`config.mk`:
```
export PLATFORM = sky130hd
export DESIGN_NAME = tcp_header_checksum_builder
export DESIGN_NICKNAME = d
export VERILOG_FILES = /design/src/design/tchb_pkg.sv /design/src/design/tchb_front.sv /design/src/design/tchb_queue.sv /design/src/design/tchb_back.sv /design/src/design/tcp_header_checksum_builder.sv
export VERILOG_INCLUDE_DIRS = /design/src /design/src/design
export SDC_FILE = /design/constraint.sdc
export NUM_CORES = 1
export LEC_CHECK = 0
export ABC_AREA = 1
export BUFFER_PORTS_ARGS = -buffer_cell sky130_fd_sc_hd__buf_2
export CAP_MARGIN = 10
export CELL_PAD_IN_SITES_DETAIL_PLACEMENT = 1
export CELL_PAD_IN_SITES_GLOBAL_PLACEMENT = 2
export CORE_UTILIZATION = 39
export CTS_BUF_LIST = sky130_fd_sc_hd__clkbuf_2
export DETAILED_ROUTE_END_ITERATION = 16
export PLACE_DENSITY_LB_ADDON = 0.05
export SLEW_MARGIN = 15
export SYNTH_ARGS = -nofsm -noshare
export SYNTH_HDL_FRONTEND = slang
export SYNTH_SLANG_ARGS = --single-unit
```
`constraint.sdc`:
```
create_clock -name clk -period 10.55 [get_ports clk]
set_input_delay 2.6375 -clock clk [delete_from_list [all_inputs] [get_ports clk]]
set_output_delay 2.6375 -clock clk [all_outputs]
set_load 0.01 [all_outputs]
```
`src/design/assert_macros.svh`:
```
// Assertion macros used by the top-level design file.
`ifndef ASSERT_MACROS_SVH
`define ASSERT_MACROS_SVH

// Condition must hold whenever the antecedent holds, same cycle.
`define ASSERT_IMPLIES(label, pre, post, msg) \
  label: assert property (@(posedge clk) disable iff (rst) (pre) |-> (post)) else $error(msg);

// Condition must hold in the cycle after the antecedent.
`define ASSERT_NEXT(label, pre, post, msg) \
  label: assert property (@(posedge clk) disable iff (rst) (pre) |=> (post)) else $error(msg);

`endif

```
`src/design/tchb_pkg.sv`:
```
// Shared types, constants and helpers of the TCP header and checksum builder.
package tchb_pkg;

  // Payload limit and derived widths
  localparam int MAX_PAYLOAD = 2048;
  localparam int CNT_W       = $clog2(MAX_PAYLOAD + 1);

  // Segment descriptor queue
  localparam int QUEUE_DEPTH = 2;
  localparam int QPTR_W      = (QUEUE_DEPTH > 1) ? $clog2(QUEUE_DEPTH) : 1;
  localparam int QCNT_W      = $clog2(QUEUE_DEPTH + 1);

  // Header constants
  localparam logic [15:0] HEADER_BYTES   = 16'd20;
  localparam logic [15:0] DEFAULT_WINDOW = 16'd5840;
  localparam logic [7:0]  OFFSET_BYTE    = 8'h50;
  localparam logic [15:0] PROTO_TCP      = 16'd6;
  localparam logic [2:0]  LAST_POS       = 3'd4;

  // Register port
  localparam int ADDR_W = 5;
  localparam logic [2:0] REG_SRC_ADDR    = 3'd0;
  localparam logic [2:0] REG_DST_ADDR    = 3'd1;
  localparam logic [2:0] REG_LOCAL_PORT  = 3'd2;
  localparam logic [2:0] REG_REMOTE_PORT = 3'd3;
  localparam logic [2:0] REG_WINDOW      = 3'd4;

  // One finished segment, handed from front to back
  typedef struct packed {
    logic [31:0]      seq;
    logic [31:0]      ack;
    logic [7:0]       flags;
    logic [15:0]      pay_sum;
    logic [7:0]       held;
    logic             odd;
    logic [CNT_W-1:0] count;
    logic             ovf;
  } desc_t;

  // Configuration register contents
  typedef struct packed {
    logic [31:0] src_addr;
    logic [31:0] dst_addr;
    logic [15:0] local_port;
    logic [15:0] remote_port;
    logic [15:0] window;
  } cfg_t;

  // End-around carry fold of a sum of up to eight 16-bit terms
  function automatic logic [15:0] fold19(input logic [18:0] t);
    logic [16:0] s1;
    s1 = 17'(t[15:0]) + 17'(t[18:16]);
    return s1[15:0] + 16'(s1[16]);
  endfunction

endpackage

```
`src/design/tchb_front.sv`:
```
// Front end: accepts payload bytes, keeps the running payload sum, emits segment descriptors.
module tchb_front (
  input  logic                clk,
  input  logic                rst,
  input  logic                in_valid,
  output logic                in_ready,
  input  logic [31:0]         in_seq,
  input  logic [31:0]         in_ack,
  input  logic [7:0]          in_flags,
  input  logic [7:0]          in_byte,
  input  logic                in_present,
  input  logic                in_last,
  input  logic                q_full,
  output logic                push,
  output tchb_pkg::desc_t     push_desc
);

  logic [15:0]                sum, sum_next;
  logic [7:0]                 held, held_next;
  logic                       odd, odd_next;
  logic [tchb_pkg::CNT_W-1:0] count, count_next;
  logic                       ovf, ovf_next;
  logic                       accept, take;

  assign in_ready = ~q_full;

  // Fold a byte pair into the sum, hold a lone high byte, count and flag drops
  always_comb begin
    accept     = in_valid & in_ready;
    take       = accept & in_present & (count < tchb_pkg::CNT_W'(tchb_pkg::MAX_PAYLOAD));
    sum_next   = sum;
    held_next  = held;
    odd_next   = odd;
    count_next = count;
    ovf_next   = ovf;
    if (take) begin
      count_next = count + 1'b1;
      if (odd) begin
        sum_next  = tchb_pkg::fold19(19'(sum) + 19'({held, in_byte}));
        held_next = 8'h00;
        odd_next  = 1'b0;
      end else begin
        held_next = in_byte;
        odd_next  = 1'b1;
      end
    end
    if (accept & in_present & ~take) begin
      ovf_next = 1'b1;
    end
    push              = accept & in_last;
    push_desc.seq     = in_seq;
    push_desc.ack     = in_ack;
    push_desc.flags   = in_flags;
    push_desc.pay_sum = sum_next;
    push_desc.held    = held_next;
    push_desc.odd     = odd_next;
    push_desc.count   = count_next;
    push_desc.ovf     = ovf_next;
  end

  // Hold segment state; clear it once the segment is handed off
  always_ff @(posedge clk) begin
    if (rst || push) begin
      sum   <= '0;
      held  <= '0;
      odd   <= 1'b0;
      count <= '0;
      ovf   <= 1'b0;
    end else begin
      sum   <= sum_next;
      held  <= held_next;
      odd   <= odd_next;
      count <= count_next;
      ovf   <= ovf_next;
    end
  end

endmodule

```
`src/design/tchb_queue.sv`:
```
// Short descriptor queue between the front and back ends.
module tchb_queue (
  input  logic            clk,
  input  logic            rst,
  input  logic            push,
  input  tchb_pkg::desc_t push_desc,
  input  logic            pop,
  output tchb_pkg::desc_t head,
  output logic            empty,
  output logic            full
);

  tchb_pkg::desc_t             mem [tchb_pkg::QUEUE_DEPTH];
  logic [tchb_pkg::QPTR_W-1:0] wr_ptr, rd_ptr;
  logic [tchb_pkg::QCNT_W-1:0] fill;

  assign empty = (fill == '0);
  assign full  = (fill == tchb_pkg::QCNT_W'(tchb_pkg::QUEUE_DEPTH));
  assign head  = mem[rd_ptr];

  // Store the pushed descriptor
  always_ff @(posedge clk) begin
    if (push) begin
      mem[wr_ptr] <= push_desc;
    end
  end

  // Advance pointers and fill level
  always_ff @(posedge clk) begin
    if (rst) begin
      wr_ptr <= '0;
      rd_ptr <= '0;
      fill   <= '0;
    end else begin
      if (push) begin
        wr_ptr <= (wr_ptr == tchb_pkg::QPTR_W'(tchb_pkg::QUEUE_DEPTH - 1)) ? '0 : wr_ptr + 1'b1;
      end
      if (pop) begin
        rd_ptr <= (rd_ptr == tchb_pkg::QPTR_W'(tchb_pkg::QUEUE_DEPTH - 1)) ? '0 : rd_ptr + 1'b1;
      end
      if (push && !pop) begin
        fill <= fill + 1'b1;
      end else if (pop && !push) begin
        fill <= fill - 1'b1;
      end
    end
  end

endmodule

```
`src/design/tchb_back.sv`:
```
// Back end: finishes the checksum and sends the five header words.
module tchb_back (
  input  logic            clk,
  input  logic            rst,
  input  tchb_pkg::cfg_t  cfg,
  input  logic            q_empty,
  input  tchb_pkg::desc_t q_head,
  output logic            pop,
  output logic            out_valid,
  input  logic            out_ready,
  output logic [31:0]     out_word,
  output logic [2:0]      out_pos,
  output logic            out_last,
  output logic            out_ovf
);

  typedef enum logic [2:0] {
    STEP_SRC,
    STEP_DST_LEN,
    STEP_PORTS_SEQ,
    STEP_ACK_WIN,
    STEP_DONE
  } step_t;

  tchb_pkg::desc_t work;
  logic            busy;
  step_t           step, step_next;
  logic [2:0]      pos;
  logic [15:0]     acc;
  logic [15:0]     t0, t1, t2, t3;
  logic [15:0]     len;
  logic            out_fire, free;

  assign len = tchb_pkg::HEADER_BYTES + 16'(work.count);

  // Pick four terms of the checksum for this step
  always_comb begin
    t0 = '0;
    t1 = '0;
    t2 = '0;
    t3 = '0;
    step_next = step;
    case (step)
      STEP_SRC: begin
        t0 = work.pay_sum;
        t1 = work.odd ? {work.held, 8'h00} : 16'h0000;
        t2 = cfg.src_addr[31:16];
        t3 = cfg.src_addr[15:0];
        step_next = STEP_DST_LEN;
      end
      STEP_DST_LEN: begin
        t0 = cfg.dst_addr[31:16];
        t1 = cfg.dst_addr[15:0];
        t2 = tchb_pkg::PROTO_TCP;
        t3 = len;
        step_next = STEP_PORTS_SEQ;
      end
      STEP_PORTS_SEQ: begin
        t0 = cfg.local_port;
        t1 = cfg.remote_port;
        t2 = work.seq[31:16];
        t3 = work.seq[15:0];
        step_next = STEP_ACK_WIN;
      end
      STEP_ACK_WIN: begin
        t0 = work.ack[31:16];
        t1 = work.ack[15:0];
        t2 = {tchb_pkg::OFFSET_BYTE, work.flags};
        t3 = cfg.window;
        step_next = STEP_DONE;
      end
      default: begin
        step_next = STEP_DONE;
      end
    endcase
  end

  // Select the header word at the current position
  always_comb begin
    case (pos)
      3'd0:    out_word = {cfg.local_port, cfg.remote_port};
      3'd1:    out_word = work.seq;
      3'd2:    out_word = work.ack;
      3'd3:    out_word = {tchb_pkg::OFFSET_BYTE, work.flags, cfg.window};
      default: out_word = {~acc, 16'h0000};
    endcase
  end

  assign out_valid = busy & ((pos != tchb_pkg::LAST_POS) | (step == STEP_DONE));
  assign out_pos   = pos;
  assign out_last  = (pos == tchb_pkg::LAST_POS);
  assign out_ovf   = work.ovf;
  assign out_fire  = out_valid & out_ready;
  assign free      = ~busy | (out_fire & out_last);
  assign pop       = free & ~q_empty;

  // Load a descriptor, run the sum steps, step through the words
  always_ff @(posedge clk) begin
    if (rst) begin
      busy <= 1'b0;
      step <= STEP_DONE;
      pos  <= '0;
      acc  <= '0;
    end else if (pop) begin
      work <= q_head;
      busy <= 1'b1;
      step <= STEP_SRC;
      pos  <= '0;
      acc  <= '0;
    end else begin
      if (step != STEP_DONE) begin
        acc  <= tchb_pkg::fold19(19'(acc) + 19'(t0) + 19'(t1) + 19'(t2) + 19'(t3));
        step <= step_next;
      end
      if (out_fire) begin
        if (out_last) begin
          busy <= 1'b0;
        end else begin
          pos <= pos + 1'b1;
        end
      end
    end
  end

endmodule

```
`src/design/tcp_header_checksum_builder.sv`:
```
// Top level of the TCP header and checksum builder: register port, front, queue, back.
//
//  Channel  Dir  Handshake               Payload
//  s_*      in   s_tvalid / s_tready     tdata: seq, ack, flags, byte; tuser: present; tlast
//  m_*      out  m_tvalid / m_tready     tdata: header word; tuser: position, overflow; tlast
//  APB      in   psel & penable & pwrite source/dest address, ports, window
//
// One payload byte is taken per cycle while the two-entry descriptor queue has room.
// Each end-of-segment word yields five header words from the back end, one per cycle while m_tready
// is high; word 0 follows once the descriptor is written to the queue and loaded into the back end.
// s_tready drops only while the queue is full; m_tready stalls only the back end.
// Synchronous reset clears segment state and sets the window register to 5840.
`include "assert_macros.svh"

module tcp_header_checksum_builder (
  input  logic                        clk,
  input  logic                        rst,
  input  logic                        s_tvalid,
  output logic                        s_tready,
  input  logic [79:0]                 s_tdata,  // sequence_number, ack_number, control_flags, payload_byte
  input  logic                        s_tuser,  // byte_present
  input  logic                        s_tlast,
  output logic                        m_tvalid,
  input  logic                        m_tready,
  output logic [31:0]                 m_tdata,  // header_word
  output logic [3:0]                  m_tuser,  // word_position, payload_overflow
  output logic                        m_tlast,
  input  logic                        psel,
  input  logic                        penable,
  input  logic                        pwrite,
  input  logic [tchb_pkg::ADDR_W-1:0] paddr,
  input  logic [31:0]                 pwdata,
  output logic [31:0]                 prdata,
  output logic                        pready
);

  tchb_pkg::cfg_t  cfg;
  tchb_pkg::desc_t push_desc, head;
  logic            push, pop, q_empty, q_full;
  logic [2:0]      reg_idx;
  logic [2:0]      out_pos;
  logic            out_ovf;

  assign pready  = 1'b1;
  assign reg_idx = paddr[4:2];

  // Write configuration registers
  always_ff @(posedge clk) begin
    if (rst) begin
      cfg.src_addr    <= '0;
      cfg.dst_addr    <= '0;
      cfg.local_port  <= '0;
      cfg.remote_port <= '0;
      cfg.window      <= tchb_pkg::DEFAULT_WINDOW;
    end else if (psel && penable && pwrite && pready) begin
      case (reg_idx)
        tchb_pkg::REG_SRC_ADDR:    cfg.src_addr    <= pwdata;
        tchb_pkg::REG_DST_ADDR:    cfg.dst_addr    <= pwdata;
        tchb_pkg::REG_LOCAL_PORT:  cfg.local_port  <= pwdata[15:0];
        tchb_pkg::REG_REMOTE_PORT: cfg.remote_port <= pwdata[15:0];
        tchb_pkg::REG_WINDOW:      cfg.window      <= pwdata[15:0];
        default: ;
      endcase
    end
  end

  // Read back configuration registers
  always_comb begin
    case (reg_idx)
      tchb_pkg::REG_SRC_ADDR:    prdata = cfg.src_addr;
      tchb_pkg::REG_DST_ADDR:    prdata = cfg.dst_addr;
      tchb_pkg::REG_LOCAL_PORT:  prdata = {16'h0000, cfg.local_port};
      tchb_pkg::REG_REMOTE_PORT: prdata = {16'h0000, cfg.remote_port};
      tchb_pkg::REG_WINDOW:      prdata = {16'h0000, cfg.window};
      default:                   prdata = '0;
    endcase
  end

  tchb_front u_front (
    .clk        (clk),
    .rst        (rst),
    .in_valid   (s_tvalid),
    .in_ready   (s_tready),
    .in_seq     (s_tdata[31:0]),
    .in_ack     (s_tdata[63:32]),
    .in_flags   (s_tdata[71:64]),
    .in_byte    (s_tdata[79:72]),
    .in_present (s_tuser),
    .in_last    (s_tlast),
    .q_full     (q_full),
    .push       (push),
    .push_desc  (push_desc)
  );

  tchb_queue u_queue (
    .clk       (clk),
    .rst       (rst),
    .push      (push),
    .push_desc (push_desc),
    .pop       (pop),
    .head      (head),
    .empty     (q_empty),
    .full      (q_full)
  );

  tchb_back u_back (
    .clk       (clk),
    .rst       (rst),
    .cfg       (cfg),
    .q_empty   (q_empty),
    .q_head    (head),
    .pop       (pop),
    .out_valid (m_tvalid),
    .out_ready (m_tready),
    .out_word  (m_tdata),
    .out_pos   (out_pos),
    .out_last  (m_tlast),
    .out_ovf   (out_ovf)
  );

  assign m_tuser = {out_ovf, out_pos};

  // Checks on header word sequencing
  `ASSERT_IMPLIES(a_last_at_tail, m_tvalid, m_tlast == (m_tuser[2:0] == tchb_pkg::LAST_POS), "final word flag off the last position")
  `ASSERT_NEXT(a_pos_advance, m_tvalid && m_tready && !m_tlast, m_tuser[2:0] == $past(m_tuser[2:0]) + 3'd1, "word position skipped")
  `ASSERT_NEXT(a_ovf_steady, m_tvalid && m_tready && !m_tlast, m_tuser[3] == $past(m_tuser[3]), "overflow flag changed within a header")

endmodule

```
==> out/qor.csv <==
stage,metric,value,unit
power,power.leakage,0.0125,uW
layout,nNetsFinal,3334,
run_status,status,finished clean,
routing,viasPerCell,5.33,
layout,drive_gt1_share,16.1,%
worst_setup_path,end_kind,flop,
cts,ctsLongestPathBuffers,3,
cts,clk_pin_slew,0.10,ns
floorplan,io_pins,198,
sta,timing.final.crit_period,9.60,ns
sta,period_share,91.0,%
worst_setup_path,r2r_slack,0.95,ns
placement,place_area,0.0271,mm2
sta,final-hold-violation-count,0,
yosys,ys_seq_area_share,53.3,%
worst_setup_path,worstRegToRegCells,47,
yosys,netlist_area,0.0253,mm2
min_path,holdCritPathClass,flop to flop,
floorplan,die_y,256,um
routing,ant_nets,0,
sta,fin_skew,0.103,ns
floorplan,coreArea,0.0635,mm2
floorplan,initial_core_util,39.8,%
worst_setup_path,regToRegStartpoint,u_back.step[1],
yosys,syn_avg_cell_area,8.87,um2
worst_setup_path,worstPathMaxFanout,20,
sta,slew_violations,0,
min_path,hold_start,u_front.ovf,
routing,wirelength,93200,um
sta,fin_tns_setup,0,ns
placement,gp_congestion,0.950,
floorplan,rows,92,
cts,cts_max_level,4,
min_path,whs_path_depth,2,
placement,io_buffers,194,
routing,drtIter0Drc,1323,
global_routing,first_global_vias,22500,
worst_setup_path,cpPeakStageDelay,0.72,ns
worst_setup_path,rr_endpoint,u_back.acc[15],
global_routing,antenna_found_initial,3,
yosys,yosys_warnings,0,
cts,numClockSinks,507,
min_path,whs_endpoint,u_front.ovf,
cts,post_cts_buffers,0,
cts,worstSkewPairLatency,1.26,ns
sta,worstMarginPinSlew,1.12,ns
yosys,synthCells,2847,
layout,final_common_cell,nand2_1,
routing,routedWlPerCell,22.9,um
worst_setup_path,cp.required,11.70,ns
worst_setup_path,arrival,10.75,ns
floorplan,die_w,256,um
worst_setup_path,path_common_cell,nand2_1,
floorplan,dieArea,0.0658,mm2
power,ir_worst_vdd,0.0899,mV
layout,syn_to_final_growth,12.7,%
cts,ctsResizeCount,0,
yosys,ys_types,50,
worst_setup_path,crit_type,flop to flop,
sta,slew_headroom,24.9,%
worst_setup_path,startpoint_type,flop,
worst_setup_path,setup.worst_path.start,u_back.step[1],
cts,hold_buffers,0,
layout,fill_cells,7708,
cts,clockRootBuffer,clkbuf_2,
yosys,synthesis.nets,3075,
yosys,ys_ff_latch,507,
routing,drc,0,
global_routing,grt_pass1_wl,139000,um
sta,worst_hold_slack,0.463,ns
global_routing,grt_max_degree,93,
sta,rsz0062_at_grt,no,
yosys,synth-edff-count,330,
placement,hpwl,70200,um
cts,cts_tree,built,
run,drv_cap,0,
routing,dr.pass1.iters,9,
routing,vias,21700,
global_routing,overflow,0,
cts,cts_buffers,141,
global_routing,grt_usage,28.3,%
layout,stdcell_area,0.0285,mm2
sta,timing.fmax,104,MHz
yosys,async_flop_share,0,%
layout,final_cell_mix,"nand2_1, inv_1, edfxtp_1, clkbuf_2, nor2_1",
yosys,ys.flop_type,edfxtp_1,
power,p_per_area,210,mW/mm2
sta,finalSetupViolations,0,
worst_setup_path,critPathSlowestCell,nor2_2,
metrics by stage:
step / util (%) / worst slack, ns / power, uW / cells
finish: 44.8 / 0.946 / 5980 / 4063
global route: 44.8 / 0.0378 / 6380 / 4062
floorplan: - / 2.34 / 3810 / 2847
global placement: 42.7 / 1.30 / 4510 / 3809
detailed placement: 42.7 / 1.00 / 4560 / 3809
CTS: 44.8 / 0.936 / 6050 / 4060
routing by layer:
metal  wire, um  vias to the layer above  global-route usage, %
met2      45800                      622                   48.5
li1           -                    10200                      -
met4       2770                        0                   10.4
met3       4620                      135                   4.73
met1      40000                    10700                   35.8
met5          0                        -                      0
worst max path at each step:
stage | endpoint | slack, ns | cells after the start
after floorplan | u_back.out_ovf | 2.34 | 4
after global placement | u_back.acc[15] | 1.30 | 46
after detailed placement | u_back.acc[15] | 1.00 | 47
after CTS | u_back.acc[15] | 0.94 | 47
after global routing | u_back.acc[15] | 0.04 | 47
final | u_back.acc[15] | 0.95 | 47
synth_stat cells (all sizes together) (7+ instances only):
cell type	number	area share, %
ha	67	3.3
o211ai	8	0.24
a221o	12	0.48
xor2	23	0.83
nor2	220	3.6
nor3	18	0.38
xnor2	15	0.52
nand2	785	12
o221ai	11	0.38
dfxtp	177	14
a21oi	171	3.4
nand3	107	2.3
o21ai	191	3.8
or2	8	0.20
buf	10	0.18
a211oi	7	0.21
a221oi	40	1.4
inv	360	5.3
fa	35	2.8
clkbuf	98	1.5
o22ai	62	1.5
edfxtp	330	39
nand4	24	0.59
o2111ai	24	0.83
worst max-delay path: cells and delay by family (launching register included):
family / cells / cell delay (ns)
AND/OR/NAND/NOR: 25 / 4.19
adder cells (fa/ha/maj): 7 / 2.50
AO/OA/AOI/OAI: 9 / 1.75
buffers and inverters: 4 / 0.39
XOR/XNOR: 2 / 0.36
flip-flops: 1 / 0.34
area by class of cell:
class | instances | area [um2] | area share (%)
flip-flops and latches | 507 | 13500 | 47.3
inverters | 362 | 1360 | 4.78
repair buffers | 224 | 1200 | 4.20
multi-input cells | 1870 | 10100 | 35.4
clock buffers | 207 | 1040 | 3.64
diodes | 3 | 7.51 | 0.0264
clock inverters | 44 | 275 | 0.967
well taps | 846 | 1060 | 3.72
flip-flops by register name (all words and copies together), names as in the netlist:
name	cells
u_queue.rd_ptr	1
u_queue.fill	2
u_front.odd	1
u_back.work	109
u_back.out_pos	3
u_back.step	3
u_front.held	8
cfg	112
u_front.sum	16
u_queue.mem	220
u_back.out_ovf	1
u_queue.wr_ptr	1
u_front.ovf	1
u_back.busy	1
u_back.acc	16
u_front.count	12
kinds of logic (layout without fill, tap and decap cells):
group	count (synthesis)	count (layout)	synth area share, %
AND/OR/NAND/NOR	1176	1176	19.2
AO/OA/AOI/OAI	553	553	13.0
flip-flops	507	507	53.3
buffers and inverters	470	837	7.01
adder cells (fa/ha/maj)	102	102	6.09
XOR/XNOR	38	38	1.35
other	1	4	0.0148
power by group:
part	internal, uW	switching, uW	leakage [uW]
logic	540	1390	0.00703
clock network	587	877	0.000986
registers	2410	177	0.00449
total	3530	2440	0.0125
Power figures use the tool's default switching activity.
